--- src/design/itp_pkg.sv ---
`default_nettype none
// ----------------------------------------------------------------------------
// itp_pkg: shared types and constants for the infix-to-postfix converter
// Holds the beat structs, the internal command format and the precedence
// function used by the classifier and the stack engine.
// ----------------------------------------------------------------------------
package itp_pkg;

	localparam int STACK_DEPTH = 32;
	localparam int CNT_W       = $clog2(STACK_DEPTH + 1);
	localparam int IDX_W       = $clog2(STACK_DEPTH);

	localparam int Q_DEPTH = 4;
	localparam int QPTR_W  = $clog2(Q_DEPTH);
	localparam int QCNT_W  = $clog2(Q_DEPTH + 1);

	localparam logic [7:0] CH_OPEN  = 8'h28;
	localparam logic [7:0] CH_CLOSE = 8'h29;
	localparam logic [7:0] CH_STAR  = 8'h2A;
	localparam logic [7:0] CH_PLUS  = 8'h2B;
	localparam logic [7:0] CH_MINUS = 8'h2D;
	localparam logic [7:0] CH_SLASH = 8'h2F;
	localparam logic [7:0] CH_SPACE = 8'h20;
	localparam logic [7:0] CH_TAB   = 8'h09;
	localparam logic [7:0] CH_CR    = 8'h0D;
	localparam logic [7:0] CH_UC_A  = 8'h41;
	localparam logic [7:0] CH_UC_Z  = 8'h5A;
	localparam logic [7:0] CH_LC_A  = 8'h61;
	localparam logic [7:0] CH_LC_Z  = 8'h7A;

	typedef enum logic [1:0] {
		ST_OK,
		ST_CLOSE_NO_OPEN,
		ST_STACK_FULL,
		ST_OPEN_LEFT
	} status_t;

	typedef enum logic [2:0] {
		CMD_SKIP,
		CMD_LETTER,
		CMD_OPEN,
		CMD_CLOSE,
		CMD_OPER
	} cmd_kind_t;

	typedef enum logic {
		BK_RUN,
		BK_FLUSH
	} back_state_t;

	typedef struct packed {
		logic [7:0] in_char;
		logic       end_of_expr;
	} in_item_t;

	typedef struct packed {
		logic [7:0] out_char;
		logic       char_valid;
		logic       last_out;
		status_t    status;
	} out_item_t;

	typedef struct packed {
		cmd_kind_t  kind;
		logic [7:0] ch;
		logic [1:0] prec;
		logic       fin;
	} cmd_t;

	typedef struct packed {
		logic push;
		cmd_t cmd;
	} front_req_t;

	function automatic logic [1:0] prec_of(input logic [7:0] c);
		logic [1:0] p;
		p = 2'd0;
		if (c == CH_PLUS || c == CH_MINUS) begin
			p = 2'd1;
		end else if (c == CH_STAR || c == CH_SLASH) begin
			p = 2'd2;
		end
		return p;
	endfunction

endpackage
`default_nettype wire

--- src/design/infix_to_postfix_converter_unit.sv ---
`default_nettype none
// ----------------------------------------------------------------------------
// infix_to_postfix_converter_unit: streaming infix-to-postfix converter
// Shunting-yard conversion of one infix character per input beat into
// postfix result beats, with bracket and stack overflow checking.
// ----------------------------------------------------------------------------
// Input beats are classified at once and placed in a four-entry command
// queue, so the input side takes one beat per cycle while the queue has
// room. The stack engine behind it handles a command that needs no pop
// (skip, letter, push) on its own, pops the stacked entries that a ')' or
// an operator removes one at a time, and, on the final character, empties
// the 32-entry operator stack one entry at a time and then closes the
// expression, carrying the closing status beat when one is due. That
// engine, which emits at most one result beat per cycle, sets the sustained
// rate; results leave through a single output register that can be refilled
// in the cycle it is taken.
module infix_to_postfix_converter_unit import itp_pkg::*; (
	input  wire            clk,
	input  wire            arst_n,
	input  wire in_item_t  item,
	input  wire            item_valid,
	output logic           item_ready,
	output out_item_t      result,
	output logic           result_valid,
	input  wire            result_ready
);

	front_req_t req;
	logic       q_full;
	logic       head_valid;
	cmd_t       head;
	logic       deq;

	itp_front u_front (
		.item       (item),
		.item_valid (item_valid),
		.item_ready (item_ready),
		.q_full     (q_full),
		.req        (req)
	);

	itp_queue u_queue (
		.clk        (clk),
		.arst_n     (arst_n),
		.req        (req),
		.full       (q_full),
		.pop        (deq),
		.head_valid (head_valid),
		.head       (head)
	);

	itp_back u_back (
		.clk          (clk),
		.arst_n       (arst_n),
		.head_valid   (head_valid),
		.head         (head),
		.deq          (deq),
		.result       (result),
		.result_valid (result_valid),
		.result_ready (result_ready)
	);

endmodule
`default_nettype wire

--- src/design/itp_front.sv ---
`default_nettype none
// ----------------------------------------------------------------------------
// itp_front: input classifier
// Accepts input beats while the command queue has room and turns each
// character into a command for the stack engine.
// ----------------------------------------------------------------------------
module itp_front import itp_pkg::*; (
	input  wire in_item_t   item,
	input  wire             item_valid,
	output logic            item_ready,
	input  wire             q_full,
	output front_req_t      req
);

	logic [7:0] c;
	logic       is_space;
	logic       is_letter;

	assign c          = item.in_char;
	assign item_ready = !q_full;

	assign is_space  = (c == CH_SPACE) || (c >= CH_TAB && c <= CH_CR);
	assign is_letter = (c >= CH_UC_A && c <= CH_UC_Z) || (c >= CH_LC_A && c <= CH_LC_Z);

	always_comb begin
		req.push     = item_valid && !q_full;
		req.cmd.ch   = c;
		req.cmd.prec = prec_of(c);
		req.cmd.fin  = item.end_of_expr;
		if (is_space) begin
			req.cmd.kind = CMD_SKIP;
		end else if (is_letter) begin
			req.cmd.kind = CMD_LETTER;
		end else if (c == CH_OPEN) begin
			req.cmd.kind = CMD_OPEN;
		end else if (c == CH_CLOSE) begin
			req.cmd.kind = CMD_CLOSE;
		end else begin
			req.cmd.kind = CMD_OPER;
		end
	end

endmodule
`default_nettype wire

--- src/design/itp_queue.sv ---
`default_nettype none
// ----------------------------------------------------------------------------
// itp_queue: command queue
// Small first-in first-out buffer that decouples the classifier from the
// stack engine.
// ----------------------------------------------------------------------------
module itp_queue import itp_pkg::*; (
	input  wire             clk,
	input  wire             arst_n,
	input  wire front_req_t req,
	output logic            full,
	input  wire             pop,
	output logic            head_valid,
	output cmd_t            head
);

	cmd_t              entry_q [Q_DEPTH];
	logic [QPTR_W-1:0] wr_ptr_q;
	logic [QPTR_W-1:0] rd_ptr_q;
	logic [QCNT_W-1:0] cnt_q;
	logic              do_pop;

	assign full       = (cnt_q == QCNT_W'(Q_DEPTH));
	assign head_valid = (cnt_q != '0);
	assign head       = entry_q[rd_ptr_q];
	assign do_pop     = pop && head_valid;

	function automatic logic [QPTR_W-1:0] ptr_inc(input logic [QPTR_W-1:0] p);
		logic [QPTR_W-1:0] n;
		n = (p == QPTR_W'(Q_DEPTH - 1)) ? '0 : p + QPTR_W'(1);
		return n;
	endfunction

	always_ff @(posedge clk) begin
		if (req.push) begin
			entry_q[wr_ptr_q] <= req.cmd;
		end
	end

	always_ff @(posedge clk or negedge arst_n) begin
		if (!arst_n) begin
			wr_ptr_q <= '0;
			rd_ptr_q <= '0;
			cnt_q    <= '0;
		end else begin
			if (req.push) begin
				wr_ptr_q <= ptr_inc(wr_ptr_q);
			end
			if (do_pop) begin
				rd_ptr_q <= ptr_inc(rd_ptr_q);
			end
			if (req.push && !do_pop) begin
				cnt_q <= cnt_q + QCNT_W'(1);
			end else if (!req.push && do_pop) begin
				cnt_q <= cnt_q - QCNT_W'(1);
			end
		end
	end

endmodule
`default_nettype wire

--- src/design/itp_back.sv ---
`default_nettype none
// ----------------------------------------------------------------------------
// itp_back: operator stack engine
// Executes queued commands against the operator stack, at most one push or
// pop per cycle (an emit waits for a free result register), and holds it.
// ----------------------------------------------------------------------------
module itp_back import itp_pkg::*; (
	input  wire       clk,
	input  wire       arst_n,
	input  wire       head_valid,
	input  wire cmd_t head,
	output logic      deq,
	output out_item_t result,
	output logic      result_valid,
	input  wire       result_ready
);

	logic [7:0]       stack_q [STACK_DEPTH];
	logic [CNT_W-1:0] count_q;
	back_state_t      state_q;
	back_state_t      state_d;
	logic             emitted_q;
	logic             dropped_q;
	logic             result_valid_q;
	out_item_t        result_q;

	logic [CNT_W-1:0] cnt_dec;
	logic [CNT_W-1:0] cnt_dec2;
	logic [IDX_W-1:0] top_idx;
	logic [7:0]       top;
	logic [7:0]       below;
	logic             empty;
	logic             full;
	logic             slot_free;
	logic             emit;
	out_item_t        emit_item;
	logic             push;
	logic             pop;
	logic             set_drop;
	logic             item_done;

	assign cnt_dec   = count_q - CNT_W'(1);
	assign cnt_dec2  = count_q - CNT_W'(2);
	assign top_idx   = cnt_dec[IDX_W-1:0];
	assign top       = stack_q[top_idx];
	assign below     = stack_q[cnt_dec2[IDX_W-1:0]];
	assign empty     = (count_q == '0);
	assign full      = (count_q == CNT_W'(STACK_DEPTH));
	assign slot_free = !result_valid_q || result_ready;

	always_comb begin
		state_d              = state_q;
		emit                 = 1'b0;
		emit_item.out_char   = 8'd0;
		emit_item.char_valid = 1'b0;
		emit_item.last_out   = 1'b0;
		emit_item.status     = ST_OK;
		push                 = 1'b0;
		pop                  = 1'b0;
		deq                  = 1'b0;
		set_drop             = 1'b0;
		item_done            = 1'b0;
		case (state_q)
			BK_RUN: begin
				if (head_valid) begin
					case (head.kind)
						CMD_SKIP: begin
							deq = 1'b1;
						end
						CMD_LETTER: begin
							if (slot_free) begin
								emit                 = 1'b1;
								emit_item.out_char   = head.ch;
								emit_item.char_valid = 1'b1;
								// Final beat only if the flush will find nothing.
								emit_item.last_out   = head.fin && empty;
								deq                  = 1'b1;
							end
						end
						CMD_OPEN: begin
							if (!full) begin
								push = 1'b1;
								deq  = 1'b1;
							end else if (slot_free) begin
								emit             = 1'b1;
								emit_item.status = ST_STACK_FULL;
								deq              = 1'b1;
							end
						end
						CMD_CLOSE: begin
							if (empty) begin
								if (slot_free) begin
									emit               = 1'b1;
									emit_item.status   = ST_CLOSE_NO_OPEN;
									emit_item.last_out = head.fin;
									deq                = 1'b1;
								end
							end else if (top == CH_OPEN) begin
								pop = 1'b1;
								deq = 1'b1;
							end else if (slot_free) begin
								emit                 = 1'b1;
								emit_item.out_char   = top;
								emit_item.char_valid = 1'b1;
								// On the final character, the operator sitting on the
								// bottom bracket is the last beat of the expression.
								emit_item.last_out   = head.fin &&
									(count_q == CNT_W'(2)) && (below == CH_OPEN);
								pop                  = 1'b1;
							end
						end
						default: begin
							if (!empty && head.prec <= prec_of(top)) begin
								if (slot_free) begin
									emit                 = 1'b1;
									emit_item.out_char   = top;
									emit_item.char_valid = 1'b1;
									pop                  = 1'b1;
								end
							end else if (!full) begin
								push = 1'b1;
								deq  = 1'b1;
							end else if (slot_free) begin
								emit             = 1'b1;
								emit_item.status = ST_STACK_FULL;
								deq              = 1'b1;
							end
						end
					endcase
				end
				if (deq) begin
					if (head.fin) begin
						state_d = BK_FLUSH;
					end else begin
						item_done = 1'b1;
					end
				end
			end
			BK_FLUSH: begin
				if (!empty) begin
					if (top == CH_OPEN) begin
						pop      = 1'b1;
						set_drop = 1'b1;
					end else if (slot_free) begin
						emit                 = 1'b1;
						emit_item.out_char   = top;
						emit_item.char_valid = 1'b1;
						// The last stacked operator closes the expression unless
						// a dropped bracket still has to be reported.
						emit_item.last_out   = (count_q == CNT_W'(1)) && !dropped_q;
						pop                  = 1'b1;
					end
				end else if (dropped_q || !emitted_q) begin
					if (slot_free) begin
						emit               = 1'b1;
						emit_item.last_out = 1'b1;
						emit_item.status   = dropped_q ? ST_OPEN_LEFT : ST_OK;
						item_done          = 1'b1;
						state_d            = BK_RUN;
					end
				end else begin
					item_done = 1'b1;
					state_d   = BK_RUN;
				end
			end
			default: begin
				state_d = BK_RUN;
			end
		endcase
	end

	always_ff @(posedge clk) begin
		if (push) begin
			stack_q[count_q[IDX_W-1:0]] <= head.ch;
		end
		if (emit) begin
			result_q <= emit_item;
		end
	end

	always_ff @(posedge clk or negedge arst_n) begin
		if (!arst_n) begin
			state_q        <= BK_RUN;
			count_q        <= '0;
			emitted_q      <= 1'b0;
			dropped_q      <= 1'b0;
			result_valid_q <= 1'b0;
		end else begin
			state_q <= state_d;
			if (push) begin
				count_q <= count_q + CNT_W'(1);
			end else if (pop) begin
				count_q <= cnt_dec;
			end
			if (item_done) begin
				emitted_q <= 1'b0;
				dropped_q <= 1'b0;
			end else begin
				emitted_q <= emitted_q || emit;
				dropped_q <= dropped_q || set_drop;
			end
			if (emit) begin
				result_valid_q <= 1'b1;
			end else if (result_ready) begin
				result_valid_q <= 1'b0;
			end
		end
	end

	assign result       = result_q;
	assign result_valid = result_valid_q;

endmodule
`default_nettype wire

--- config.mk ---
export PLATFORM = sky130hd
export DESIGN_NAME = infix_to_postfix_converter_unit
export DESIGN_NICKNAME = d
export VERILOG_FILES = /design/src/design/itp_pkg.sv /design/src/design/infix_to_postfix_converter_unit.sv /design/src/design/itp_front.sv /design/src/design/itp_queue.sv /design/src/design/itp_back.sv
export SDC_FILE = /design/constraint.sdc
export NUM_CORES = 1
export LEC_CHECK = 0
export BUFFER_PORTS_ARGS = -buffer_cell sky130_fd_sc_hd__buf_4
export CAP_MARGIN = 10
export CELL_PAD_IN_SITES_DETAIL_PLACEMENT = 0
export CELL_PAD_IN_SITES_GLOBAL_PLACEMENT = 1
export CORE_MARGIN = 3
export CORE_UTILIZATION = 44
export CTS_BUF_LIST = sky130_fd_sc_hd__clkbuf_2 sky130_fd_sc_hd__clkbuf_4 sky130_fd_sc_hd__clkbuf_8
export DETAILED_ROUTE_END_ITERATION = 16
export PLACE_DENSITY_LB_ADDON = 0.1
export SYNTH_ARGS = -nofsm -noshare
export SYNTH_HDL_FRONTEND = slang
export SYNTH_SLANG_ARGS = --single-unit
--- constraint.sdc ---
create_clock -name clk -period 7.4 [get_ports clk]
set_clock_uncertainty 0.2 [all_clocks]
set_input_delay 0 -clock clk [delete_from_list [all_inputs] [get_ports clk]]
set_output_delay 0 -clock clk [all_outputs]
set_load 0.05 [all_outputs]
==> PnR_summary.wiki, run 1 <==
{| class="wikitable"
! Metric !! Value
|-
| Net count after synthesis || around 1.1k
|-
| Slew at the pin with the worst max-slew slack || 1030 ps
|-
| Horiz. Die Dim || 193 um
|-
| Total standard cell area after synthesis || 0.0154 mm2
|-
| Post-DR vias/cell || 5.95
|-
| Most frequently used flop master after synthesis || sky130_fd_sc_hd__edfxtp_1
|-
| Number of cells traversed by the worst hold path || 3
|-
| Via count of the first global-routing pass || 10.0k
|-
| Fin. Hold Viols || 0
|-
| Worst R2R End || u_back.stack_q[7][2]
|-
| Global-route usage over all layers || 22.9%
|-
| Maximum resistive drop on vdd || 0.282 mV
|-
| Worst min path class || primary input to flip-flop
|-
| Sequential area share after synthesis || 66.2%
|-
| Wirelength per Cell || 25.6 um
|-
| Timing startpoint of the critical path || u_back.count_q[2]
|-
| Relative slew slack || 31.4%
|-
| Number of warnings issued by yosys || 0
|-
| Post-CTS setup buffer count || 0
|-
| Number of instances in the placed design || 1511
|-
| Initial core utilization || 45.2%
|-
| Final Instance Area || 0.0175 mm2
|-
| Post-route DRC || 0
|-
| Fraction of final layout cells with drive strength greater than 1 || 17.1%
|-
| Fin crit period || a little over 7000 ps
|-
| Max-cap viol count || 0
|-
| Routed length on met1 || 18.5 mm
|-
| Insertion delay of the later-clocked pin in the worst-skew pair || 640 ps
|-
| Wire length of the first global-routing pass || approximately 63 mm
|-
| Area Growth Syn to Fin || 13.9%
|-
| Average size of a mapped cell || 14.5 um2
|-
| Number of standard cells in the final layout excluding fillers || 1638
|-
| Reg-to-reg slack, setup || 330 ps
|-
| Required @ worst endpoint || 7470 ps
|-
| Clock edge transition at the registers on the reported setup and hold paths || around 60 ps
|-
| Kind of critical path || flip-flop to flip-flop
|-
| Die height || about 190 um
|-
| Critical R2R Launch || u_back.count_q[2]
|-
| Nets@finish || 1175
|-
| Total detailed-routing wirelength || 41.9 mm
|-
| Setup WS pre-CTS || 361 ps
|-
| Post-route worst setup slack || 325 ps
|-
| Total gr overflow || 0
|-
| Cell at the root of the clock tree || sky130_fd_sc_hd__clkbuf_8
|-
| Antenna violations before repair || 0
|-
| Via Count || 9754
|-
| Routability congestion estimate || ~0.85
|-
| Total of buffers placed on input and output ports || 26
|-
| Unrepaired setup endpoints after global routing || true
|-
| Commonest non-fill, non-tap cell in the layout || sky130_fd_sc_hd__edfxtp_1
|-
| Share of synthesized flip-flops with an asynchronous set or reset || 4.99%
|-
| Leakage power figure || roughly 6.0 nW
|-
| WP data arrival || around 7100 ps
|-
| Endpoint of the worst setup timing path || u_back.stack_q[7][2]
|-
| Number of levels in the clock H-tree || 2
|-
| Power after layout || 0.00840 W
|-
| Met2 WL post-DR || ~20 mm
|-
| Placed cell areas || about 0.016 mm2
|-
| CTS Buf Count || 57
|-
| Number of enable-type register cells in the synthesized netlist || between 300 and 400
|-
| Met3 layer wire length in the routed design || 2.09 mm
|-
| Post-Synthesis Cells || ~1.1k
|-
| Largest net degree at the start of global routing || 51
|-
| Startpoint type of the worst setup path || flip-flop
|-
| Maximum clock insertion buffer count || 3
|-
| Outcome || complete, no violations
|-
| Number of ports placed on the die boundary || 27
|-
| Count of final setup violators || 0
|-
| Final Max Slew Viols || 0
|-
| Top library cells by usage in the layout, fill and taps aside || 324 x sky130_fd_sc_hd__edfxtp_1, 114 x sky130_fd_sc_hd__mux2i_1, 59 x sky130_fd_sc_hd__nand2_1, 57 x sky130_fd_sc_hd__clkbuf_8, 52 x sky130_fd_sc_hd__nor2_1
|-
| Final HPWL from detailed placement || 27.0 mm
|-
| Ant diodes || 0
|-
| Final worst-path cycle share || 95.6%
|-
| Crit Path Max Fanout || 14
|-
| Top routing layer in use || met4
|-
| First-pass DRT Iterations || 5
|-
| Number of unique standard cell types used by synthesis || 72
|-
| CTS tree || done
|-
| Core Rows || 67
|-
| DRT iter0 DRCs || between 800 and 900
|-
| CORE AREA || 0.0340 mm2
|-
| Die Area || 0.0372 mm2
|-
| Flop and latch count out of synthesis || between 300 and 400
|-
| Total power density per cell area || 480 mW/mm2
|-
| CP endpoint kind || flip-flop
|-
| Remaining antenna violation count after routing || 0
|-
| Timing-limited maximum frequency || 0.141 GHz
|-
| Worst Reg-to-Reg Cells || 20
|-
| Total clock sinks || 341
|}
## flip-flops by register name, summed over array words and instances (netlist names)
signal	cells
u_queue.cnt_q	3
u_back.result_valid	1
u_back.dropped_q	1
u_queue.wr_ptr_q	2
u_back.stack_q	256
u_back.emitted_q	1
u_back.count_q	6
u_back.result	12
u_queue.rd_ptr_q	2
u_back.state_q	1
u_queue.entry_q	56
## synth_stat cells (all sizes together), types with 3 or more instances
cell type | n | share of area, %
a21oi | 9 | 0.29
a31oi | 11 | 0.55
nor2 | 85 | 2.1
and2 | 4 | 0.16
o32ai | 5 | 0.29
nand2 | 60 | 1.5
dfrtp | 17 | 2.8
o211ai | 9 | 0.44
o22ai | 4 | 0.16
or4 | 12 | 0.59
nand4b | 5 | 0.29
a21boi | 4 | 0.20
xnor2 | 13 | 0.79
a22o | 41 | 2.3
o21ai | 23 | 0.75
nor3 | 37 | 1.2
nor4b | 21 | 1.2
mux2i | 114 | 7.4
clkbuf | 17 | 0.42
nand3 | 31 | 1.0
a221oi | 3 | 0.17
a211oi | 4 | 0.20
nor4bb | 5 | 0.33
nand4 | 13 | 0.53
mux4 | 14 | 2.1
buf | 33 | 1.2
nand3b | 5 | 0.24
inv | 13 | 0.32
and3 | 13 | 0.53
xor2 | 8 | 0.51
edfxtp | 324 | 63
mux2 | 3 | 0.27
nor2b | 19 | 0.77
ha | 16 | 1.3
nor4 | 10 | 0.41
or3 | 3 | 0.12
a22oi | 4 | 0.20
a2111oi | 18 | 1.0
## layer usage
layer | track usage [%] | vias up
met2 | 38.0 | 292
met3 | 3.56 | 69
li1 | - | 4403
met5 | 0 | -
met1 | 31.0 | 4990
met4 | 7.62 | 0
## worst min path at each step
stage                     slack, ps    start                     end
final                           170  item[1]  u_queue.entry_q[1][11]
after global routing            170  item[1]  u_queue.entry_q[3][11]
after CTS                        90  item[1]  u_queue.entry_q[1][11]
after detailed placement       -310   arst_n        u_queue.cnt_q[0]
after global placement         -310   arst_n        u_queue.cnt_q[0]
after floorplan                -500   arst_n       u_back.count_q[0]
## critical path, cell delays in order, from the launching register on
cell	delay, ps
sky130_fd_sc_hd__dfrtp_1	740
sky130_fd_sc_hd__inv_1	230
sky130_fd_sc_hd__ha_1	240
sky130_fd_sc_hd__a21boi_1	490
sky130_fd_sc_hd__xnor2_1	270
sky130_fd_sc_hd__nand2_1	260
sky130_fd_sc_hd__o32ai_1	610
sky130_fd_sc_hd__nor3_1	140
sky130_fd_sc_hd__buf_4	180
sky130_fd_sc_hd__and4bb_1	290
sky130_fd_sc_hd__nand2_1	70
sky130_fd_sc_hd__or3_1	380
sky130_fd_sc_hd__ha_1	290
sky130_fd_sc_hd__nor2b_1	120
sky130_fd_sc_hd__o21ai_0	150
sky130_fd_sc_hd__a21boi_0	220
sky130_fd_sc_hd__o21ai_0	120
sky130_fd_sc_hd__buf_4	170
sky130_fd_sc_hd__nor2_1	380
sky130_fd_sc_hd__nand2_1	570
sky130_fd_sc_hd__nor2_2	580
## report_power, final
group          internal (W)  switching [W]  leakage (nW)
logic               0.00140        0.00268          2.27
registers           0.00262       0.000129          3.13
clock network      0.000820       0.000751         0.572
total               0.00484        0.00356          5.98
## kinds of logic (layout without fill, tap and decap cells)
kind of cell / count (synthesis) / in the layout / share of synthesized area, %
compound gates: 155 / 155 / 7.82
xor+xnor: 21 / 21 / 1.30
fa+ha+maj: 17 / 17 / 1.43
buf+inv: 63 / 192 / 1.97
flops: 341 / 341 / 66.2
mux: 131 / 131 / 9.76
simple gates: 333 / 333 / 11.6
## layout make-up
class                      count  area, um2
fill                        2923      16500
inverter                      13       48.8
timing repair buffer          75        653
clock buffer                  69        875
multi-input combinational    657       4990
tap                          448        561
sequential                   341      10200
clock inverter                35        198
## stage by stage
| stage | hold slack, ps | TNS [ps] | utilization (%) |
|---|---|---|---|
| 2_1_floorplan | -496 | 0 | - |
| 3_3_place_gp | -310 | 0 | 47.4 |
| 3_5_place_dp | -311 | 0 | 47.4 |
| 4_1_cts | 92.8 | 0 | 51.2 |
| 5_1_grt | 167 | -10350 | 51.5 |
| 6_report | 170 | 0 | 51.5 |
## what timing repair did
| item | 4_1_cts | 5_1_grt |
|---|---|---|
| hold endpoints to repair | 142 | 0 |
| endpoints found under the setup margin | 0 | 241 |
| hold buffers | 22 | 0 |
| resized for setup | 0 | 32 |
Power figures use the tool's default switching activity.
==> inputs of run 2 (changes only) <==
CORE_UTILIZATION = 55   (was 44)
SLEW_MARGIN = 20   (was default)
==> PnR_summary.wiki, run 2 (synthesis gave the netlist of run 1 again) <==
{| class="wikitable"
! Metric !! Value
|-
| Outcome || complete, no violations
|-
| Maximum resistive drop on vdd || 0.310 mV
|-
| Timing startpoint of the critical path || u_back.count_q[2]
|-
| Horiz. Die Dim || 173 um
|-
| Number of cells on the critical path || 21
|-
| Insertion delay of the later-clocked pin in the worst-skew pair || a little over 600 ps
|-
| Nets@finish || roughly 1.2k
|-
| Startpoint type of the worst setup path || flip-flop
|-
| Die height || 173 um
|-
| Final Instance Area || 0.0173 mm2
|-
| DRT iter0 DRCs || 881
|-
| Unrepaired setup endpoints after global routing || false
|-
| Fin. Hold Viols || 0
|-
| Critical R2R Launch || u_back.count_q[2]
|-
| Count of final setup violators || 0
|-
| Kind of critical path || flip-flop to flip-flop
|-
| Tightest hold margin || 175 ps
|-
| Top cell family by delay on the critical path || simple AND/OR/NAND/NOR gates
|-
| Post-route DRC || 0
|-
| CORE AREA || 0.0272 mm2
|-
| Area Growth Syn to Fin || 12.7%
|-
| Relative slew slack || 26.8%
|-
| CTS Buf Count || 54
|-
| CTS tree || done
|-
| Die Area || 0.0300 mm2
|-
| Final HPWL from detailed placement || 25.1 mm
|-
| Wire length of the first global-routing pass || 58.9 mm
|-
| Via count of the first global-routing pass || 9764
|-
| Number of flip-flops in the largest register || between 200 and 300
|-
| Total detailed-routing wirelength || about 39 mm
|-
| First-pass DRT Iterations || 6
|-
| Core Rows || 60
|-
| Number of inserted filler cells in the final layout || 2068
|-
| Worst Reg-to-Reg Cells || 21
|-
| Slew at the pin with the worst max-slew slack || ~1100 ps
|-
| Maximum clock insertion buffer count || 3
|-
| Clock edge transition at the registers on the reported setup and hold paths || 60 ps
|-
| Remaining antenna violation count after routing || 0
|-
| Timing-limited maximum frequency || 0.142 GHz
|-
| Initial core utilization || a little under three fifths
|-
| CP endpoint kind || flip-flop
|-
| Cell at the root of the clock tree || sky130_fd_sc_hd__clkbuf_8
|-
| Leakage power figure || 5.96 nW
|-
| Number of levels in the clock H-tree || 2
|-
| Number of ports placed on the die boundary || 27
|-
| Number of standard cells in the final layout excluding fillers || ~1.6k
|-
| Setup TNS || 0 ps
|-
| Worst min path class || primary input to flip-flop
|-
| Required @ worst endpoint || 7440 ps
|-
| WP data arrival || 7100 ps
|-
| Largest net degree at the start of global routing || between 40 and 50
|-
| Cell with the largest stage delay on the worst path || sky130_fd_sc_hd__dfrtp_1
|-
| Global-route usage over all layers || approximately a quarter
|-
| Total clock sinks || around 340
|-
| Reg-to-reg slack, setup || 340 ps
|-
| Total power density per cell area || between 400 and 500 mW/mm2
|-
| Wirelength per Cell || 25.0 um
|-
| Final Max Slew Viols || 0
|-
| Via Count || 9790
|-
| Total gr overflow || 0
|-
| Routability congestion estimate || 0.892
|-
| Final worst-path cycle share || a little over nine tenths
|-
| Fraction of final layout cells with drive strength greater than 1 || around 14%
|-
| Crit Path Max Fanout || 14
|-
| Antenna violations before repair || 0
|-
| Total of buffers placed on input and output ports || 26
|-
| Post-DR vias/cell || 6.31
|-
| Commonest non-fill, non-tap cell in the layout || sky130_fd_sc_hd__edfxtp_1
|-
| Worst path bufs/invs || 4
|-
| Post-CTS setup buffer count || 0
|-
| Placed cell areas || ~0.016 mm2
|-
| Worst R2R End || u_back.stack_q[22][1]
|-
| Max-cap viol count || 0
|-
| Fin crit period || 7060 ps
|-
| Critical Path Max Stage Delay || 760 ps
|-
| Number of instances in the placed design || 1429
|-
| Final core utilization || 63.7%
|-
| Top library cells by usage in the layout, fill and taps aside || 324 x sky130_fd_sc_hd__edfxtp_1, 114 x sky130_fd_sc_hd__mux2i_1, 82 x sky130_fd_sc_hd__nor2_1, 60 x sky130_fd_sc_hd__nand2_1, 54 x sky130_fd_sc_hd__clkbuf_8
|-
| Ant diodes || 0
|-
| Endpoint of the worst setup timing path || u_back.stack_q[22][1]
|-
| Crit path cell chain || inv_1 -> ha_1 -> a21boi_1 -> xnor2_1 -> nand2_1 -> o32ai_1 -> nor3_1 -> buf_4 -> and4bb_1 -> nand2_1 -> or3_1 -> ha_1 -> nor2b_1 -> o21ai_0 -> a21boi_0 -> o21ai_0 -> buf_4 -> nor2_1 -> buf_4 -> nand2_1 -> nor2_1
|}
run 2: cell types whose count changed in the layout (fill, tap and decap cells not counted), moves of 2 or more:
| cell | change |
|---|---|
| sky130_fd_sc_hd__clkbuf_4 | -3 |
| sky130_fd_sc_hd__clkbuf_8 | -3 |
| sky130_fd_sc_hd__clkinv_2 | -2 |
| sky130_fd_sc_hd__nor2_1 | +30 |
| sky130_fd_sc_hd__nor2_2 | -30 |
| sky130_fd_sc_hd__bufinv_16 | +4 |
| sky130_fd_sc_hd__inv_6 | +2 |
| sky130_fd_sc_hd__buf_4 | -6 |
run 2: how the worst min path moves through the flow:
stage,endpoint,startpoint,depth (start not counted)
after floorplan,u_back.count_q[0],arst_n,0
after global placement,u_queue.cnt_q[1],arst_n,1
after detailed placement,u_queue.cnt_q[0],arst_n,1
after CTS,u_queue.entry_q[2][11],item[1],3
after global routing,u_queue.entry_q[1][11],item[1],3
final,u_queue.entry_q[2][11],item[1],3
run 2: repair_timing:
item | CTS | global route
endpoints found under the setup margin | 0 | 0
hold endpoints to repair | 141 | 0
resized for setup | 0 | 0
hold buffers | 22 | 0
run 2: report_power, final:
group | switching [W] | total (W) | internal, W
registers | 0.000146 | 0.00276 | 0.00262
clock network | 0.000750 | 0.00166 | 0.000910
logic | 0.00251 | 0.00387 | 0.00136
total | 0.00341 | 0.00829 | 0.00489
run 2: per-stage QoR:
stage | setup WS, ps | power [W]
after global placement | 501 | 0.00659
after detailed placement | 491 | 0.00661
final | 344 | 0.00829
after floorplan | 1250 | 0.00530
after global routing | 24.4 | 0.00867
after CTS | 466 | 0.00827
run 2: final cells by class:
class                           count  area (um2)  share of cell area (%)
Clock buffer                       63         811                    4.69
Multi-Input combinational cell    657        4910                    28.4
Tap cell                          372         465                    2.69
Clock inverter                     38         310                    1.79
Timing Repair Buffer               68         603                    3.49
Inverter                           13        48.8                   0.282
Sequential cell                   341       10200                    58.7
run 2: layer usage:
metal,wire length [um],part of all wire [%],global-route usage (%),up-vias
li1,-,-,-,4392
met1,16500,42,36.5,4940
met2,18300,47,41.2,400
met3,3090,8.0,5.01,58
met4,867,2.2,7.50,0
met5,0,0,0,-
run 2: tightest hold or removal path, stage by stage:
cell and delay, ps:
sky130_fd_sc_hd__dlygate4sd3_1 520, sky130_fd_sc_hd__buf_4 150, sky130_fd_sc_hd__a31o_2 200
==> inputs of run 3 (changes only) <==
CORE_ASPECT_RATIO = 0.7   (was default)
GPL_TIMING_DRIVEN = 0   (was default)
REMOVE_ABC_BUFFERS = 1   (was default)
==> PnR_summary.wiki, run 3 (synthesis gave the netlist of run 1 again) <==
{| class="wikitable"
! Metric !! Value
|-
| Worst R2R End || u_queue.cnt_q[2]
|-
| Final Max Slew Viols || 0
|-
| Worst path most repeated cell || sky130_fd_sc_hd__nand2_1
|-
| Leakage power figure || between 5 and 6 nW
|-
| Die Area || 0.0300 mm2
|-
| Top library cells by usage in the layout, fill and taps aside || 324 x sky130_fd_sc_hd__edfxtp_1, 114 x sky130_fd_sc_hd__mux2i_1, 56 x sky130_fd_sc_hd__nand2_1, 53 x sky130_fd_sc_hd__clkbuf_8, 49 x sky130_fd_sc_hd__nor2_1
|-
| First-pass DRT Iterations || 5
|-
| Maximum clock insertion buffer count || 3
|-
| Fin. Hold Viols || 0
|-
| Commonest non-fill, non-tap cell in the layout || sky130_fd_sc_hd__edfxtp_1
|-
| CTS tree || done
|-
| Count of final setup violators || 0
|-
| Via count of the first global-routing pass || 9519
|-
| Startpoint type of the worst setup path || flip-flop
|-
| Sequential cell area || a little over 0.01 mm2
|-
| Final HPWL from detailed placement || 25.4 mm
|-
| Reg-to-reg slack, setup || 260 ps
|-
| Power after layout || 0.00827 W
|-
| Hold Startpoint || item[1]
|-
| DRT iter0 DRCs || 1112
|-
| CTS Buf Count || 51
|-
| Via Count || roughly 9.8k
|-
| Setup WS pre-CTS || -1210 ps
|-
| Maximum resistive drop on vdd || 0.295 mV
|-
| Routability congestion estimate || between 0.9 and 1
|-
| Total gr overflow || 0
|-
| Timing-limited maximum frequency || approximately 0.14 GHz
|-
| Horiz. Die Dim || slightly above 200 um
|-
| Number of inserted filler cells in the final layout || 2025
|-
| Top cell family by delay on the critical path || simple AND/OR/NAND/NOR gates
|-
| Max-cap viol count || 0
|-
| CP endpoint kind || flip-flop
|-
| Critical Path Max Stage Delay || slightly above 700 ps
|-
| Insertion delay of the later-clocked pin in the worst-skew pair || about 600 ps
|-
| Number of flip-flops in the largest register || 256
|-
| Post-route DRC || 0
|-
| Worst min path class || primary input to flip-flop
|-
| Total of buffers placed on input and output ports || 26
|-
| Slew at the pin with the worst max-slew slack || roughly 1000 ps
|-
| Total power density per cell area || 478 mW/mm2
|-
| Crit Path Max Fanout || 52
|-
| Largest net degree at the start of global routing || 53
|-
| Number of ports placed on the die boundary || 27
|-
| Global-route usage over all layers || a little over a quarter
|-
| Remaining antenna violation count after routing || 0
|-
| Worst path bufs/invs || 5
|-
| Total detailed-routing wirelength || 39.9 mm
|-
| Fraction of final layout cells with drive strength greater than 1 || 17.1%
|-
| Wirelength per Cell || 26.1 um
|-
| Worst Reg-to-Reg Cells || 26
|-
| WP data arrival || approximately 7500 ps
|-
| Die height || 146 um
|-
| End point of the most critical hold path || u_queue.entry_q[0][3]
|-
| Cell with the largest stage delay on the worst path || sky130_fd_sc_hd__dfrtp_4
|-
| Required @ worst endpoint || 7720 ps
|-
| Area Growth Syn to Fin || 12.7%
|-
| Outcome || complete, no violations
|-
| Number of levels in the clock H-tree || 2
|-
| Core Rows || 50
|-
| Clock edge transition at the registers on the reported setup and hold paths || 70 ps
|-
| Post-DR vias/cell || between 6 and 7
|-
| Post-route worst setup slack || around 260 ps
|-
| Ant diodes || 0
|-
| Fin crit period || 7140 ps
|-
| Critical R2R Launch || u_back.count_q[1]
|-
| Number of cells traversed by the worst hold path || 2
|-
| Final core utilization || 63.9%
|-
| Nets@finish || 1158
|-
| Antenna violations before repair || 0
|-
| Final worst-path cycle share || 96.5%
|-
| Initial core utilization || between 50% and 60%
|-
| Relative slew slack || 30.4%
|-
| Area of the multi-input gates || 0.00510 mm2
|-
| CORE AREA || 0.0271 mm2
|-
| Total clock sinks || 341
|-
| Cell at the root of the clock tree || sky130_fd_sc_hd__clkbuf_8
|-
| Wire length of the first global-routing pass || 58.4 mm
|-
| Kind of critical path || flip-flop to flip-flop
|}
## run 3: stage by stage
step                std cells  cell area, um2  TNS [ps]  hold slack (ps)
global route             1529           17300    -0.629             64.6
detailed placement       1405           15900   -252420             -305
finish                   1529           17300         0             34.6
floorplan                1011           15100   -786040             -496
CTS                      1517           17200         0             10.5
global placement         1401           15700  -2196610             -312
## run 3: worst max path at each step
stage	from	to	slack, ps	depth (start not counted)
finish	u_back.count_q[1]	u_queue.cnt_q[2]	260	26
detailed placement	u_back.count_q[1]	u_back.count_q[4]	-1210	21
global placement	u_back.count_q[0]	u_back.count_q[4]	-7840	19
CTS	u_back.count_q[0]	u_queue.cnt_q[2]	20	25
global route	u_back.count_q[1]	u_queue.cnt_q[2]	-0.6	26
floorplan	u_back.count_q[0]	u_queue.cnt_q[2]	-2880	24
## run 3: final cells by class
class / count / share of cell area (%)
Clock buffer: 71 / 5.00
Sequential cell: 341 / 58.7
Clock inverter: 19 / 0.477
Inverter: 13 / 0.296
Tap cell: 364 / 2.63
Multi-Input combinational cell: 661 / 29.5
Timing Repair Buffer: 60 / 3.38
## run 3: power breakdown
part / switching, W / internal, W / total (W)
Clock: 0.000699 / 0.000751 / 0.00145
Sequential: 0.000214 / 0.00262 / 0.00283
Combinational: 0.00260 / 0.00138 / 0.00398
Total: 0.00351 / 0.00476 / 0.00827
## run 3: worst reg2reg max path, delay by kind of cell, from the launching register on
| family | cells | cell delay [ps] |
|---|---|---|
| AOI/OAI and AO/OA | 5 | 1420 |
| xor gates and xnor gates | 2 | 320 |
| adders and majority gates | 4 | 1380 |
| buffers and inverters | 5 | 1070 |
| DFF | 1 | 720 |
| and+or+nand+nor | 10 | 1970 |
## run 3: timing repair
| item | CTS | global route |
|---|---|---|
| gates resized for setup | 45 | 9 |
| hold endpoints to repair | 84 | 0 |
| buffers inserted | 2 | 8 |
| cloned | 0 | 4 |
| hold buffers | 20 | 0 |
| setup endpoints to repair | 256 | 264 |
| pin swaps | 1 | 4 |
## run 3: routing by layer
metal	part of all wire (%)	vias to the layer above	global-route usage, %
met2	44	464	37.3
met1	44	4932	41.4
met4	1.8	2	6.15
met5	0.12	-	0
met3	10	61	5.66
li1	-	4365	-
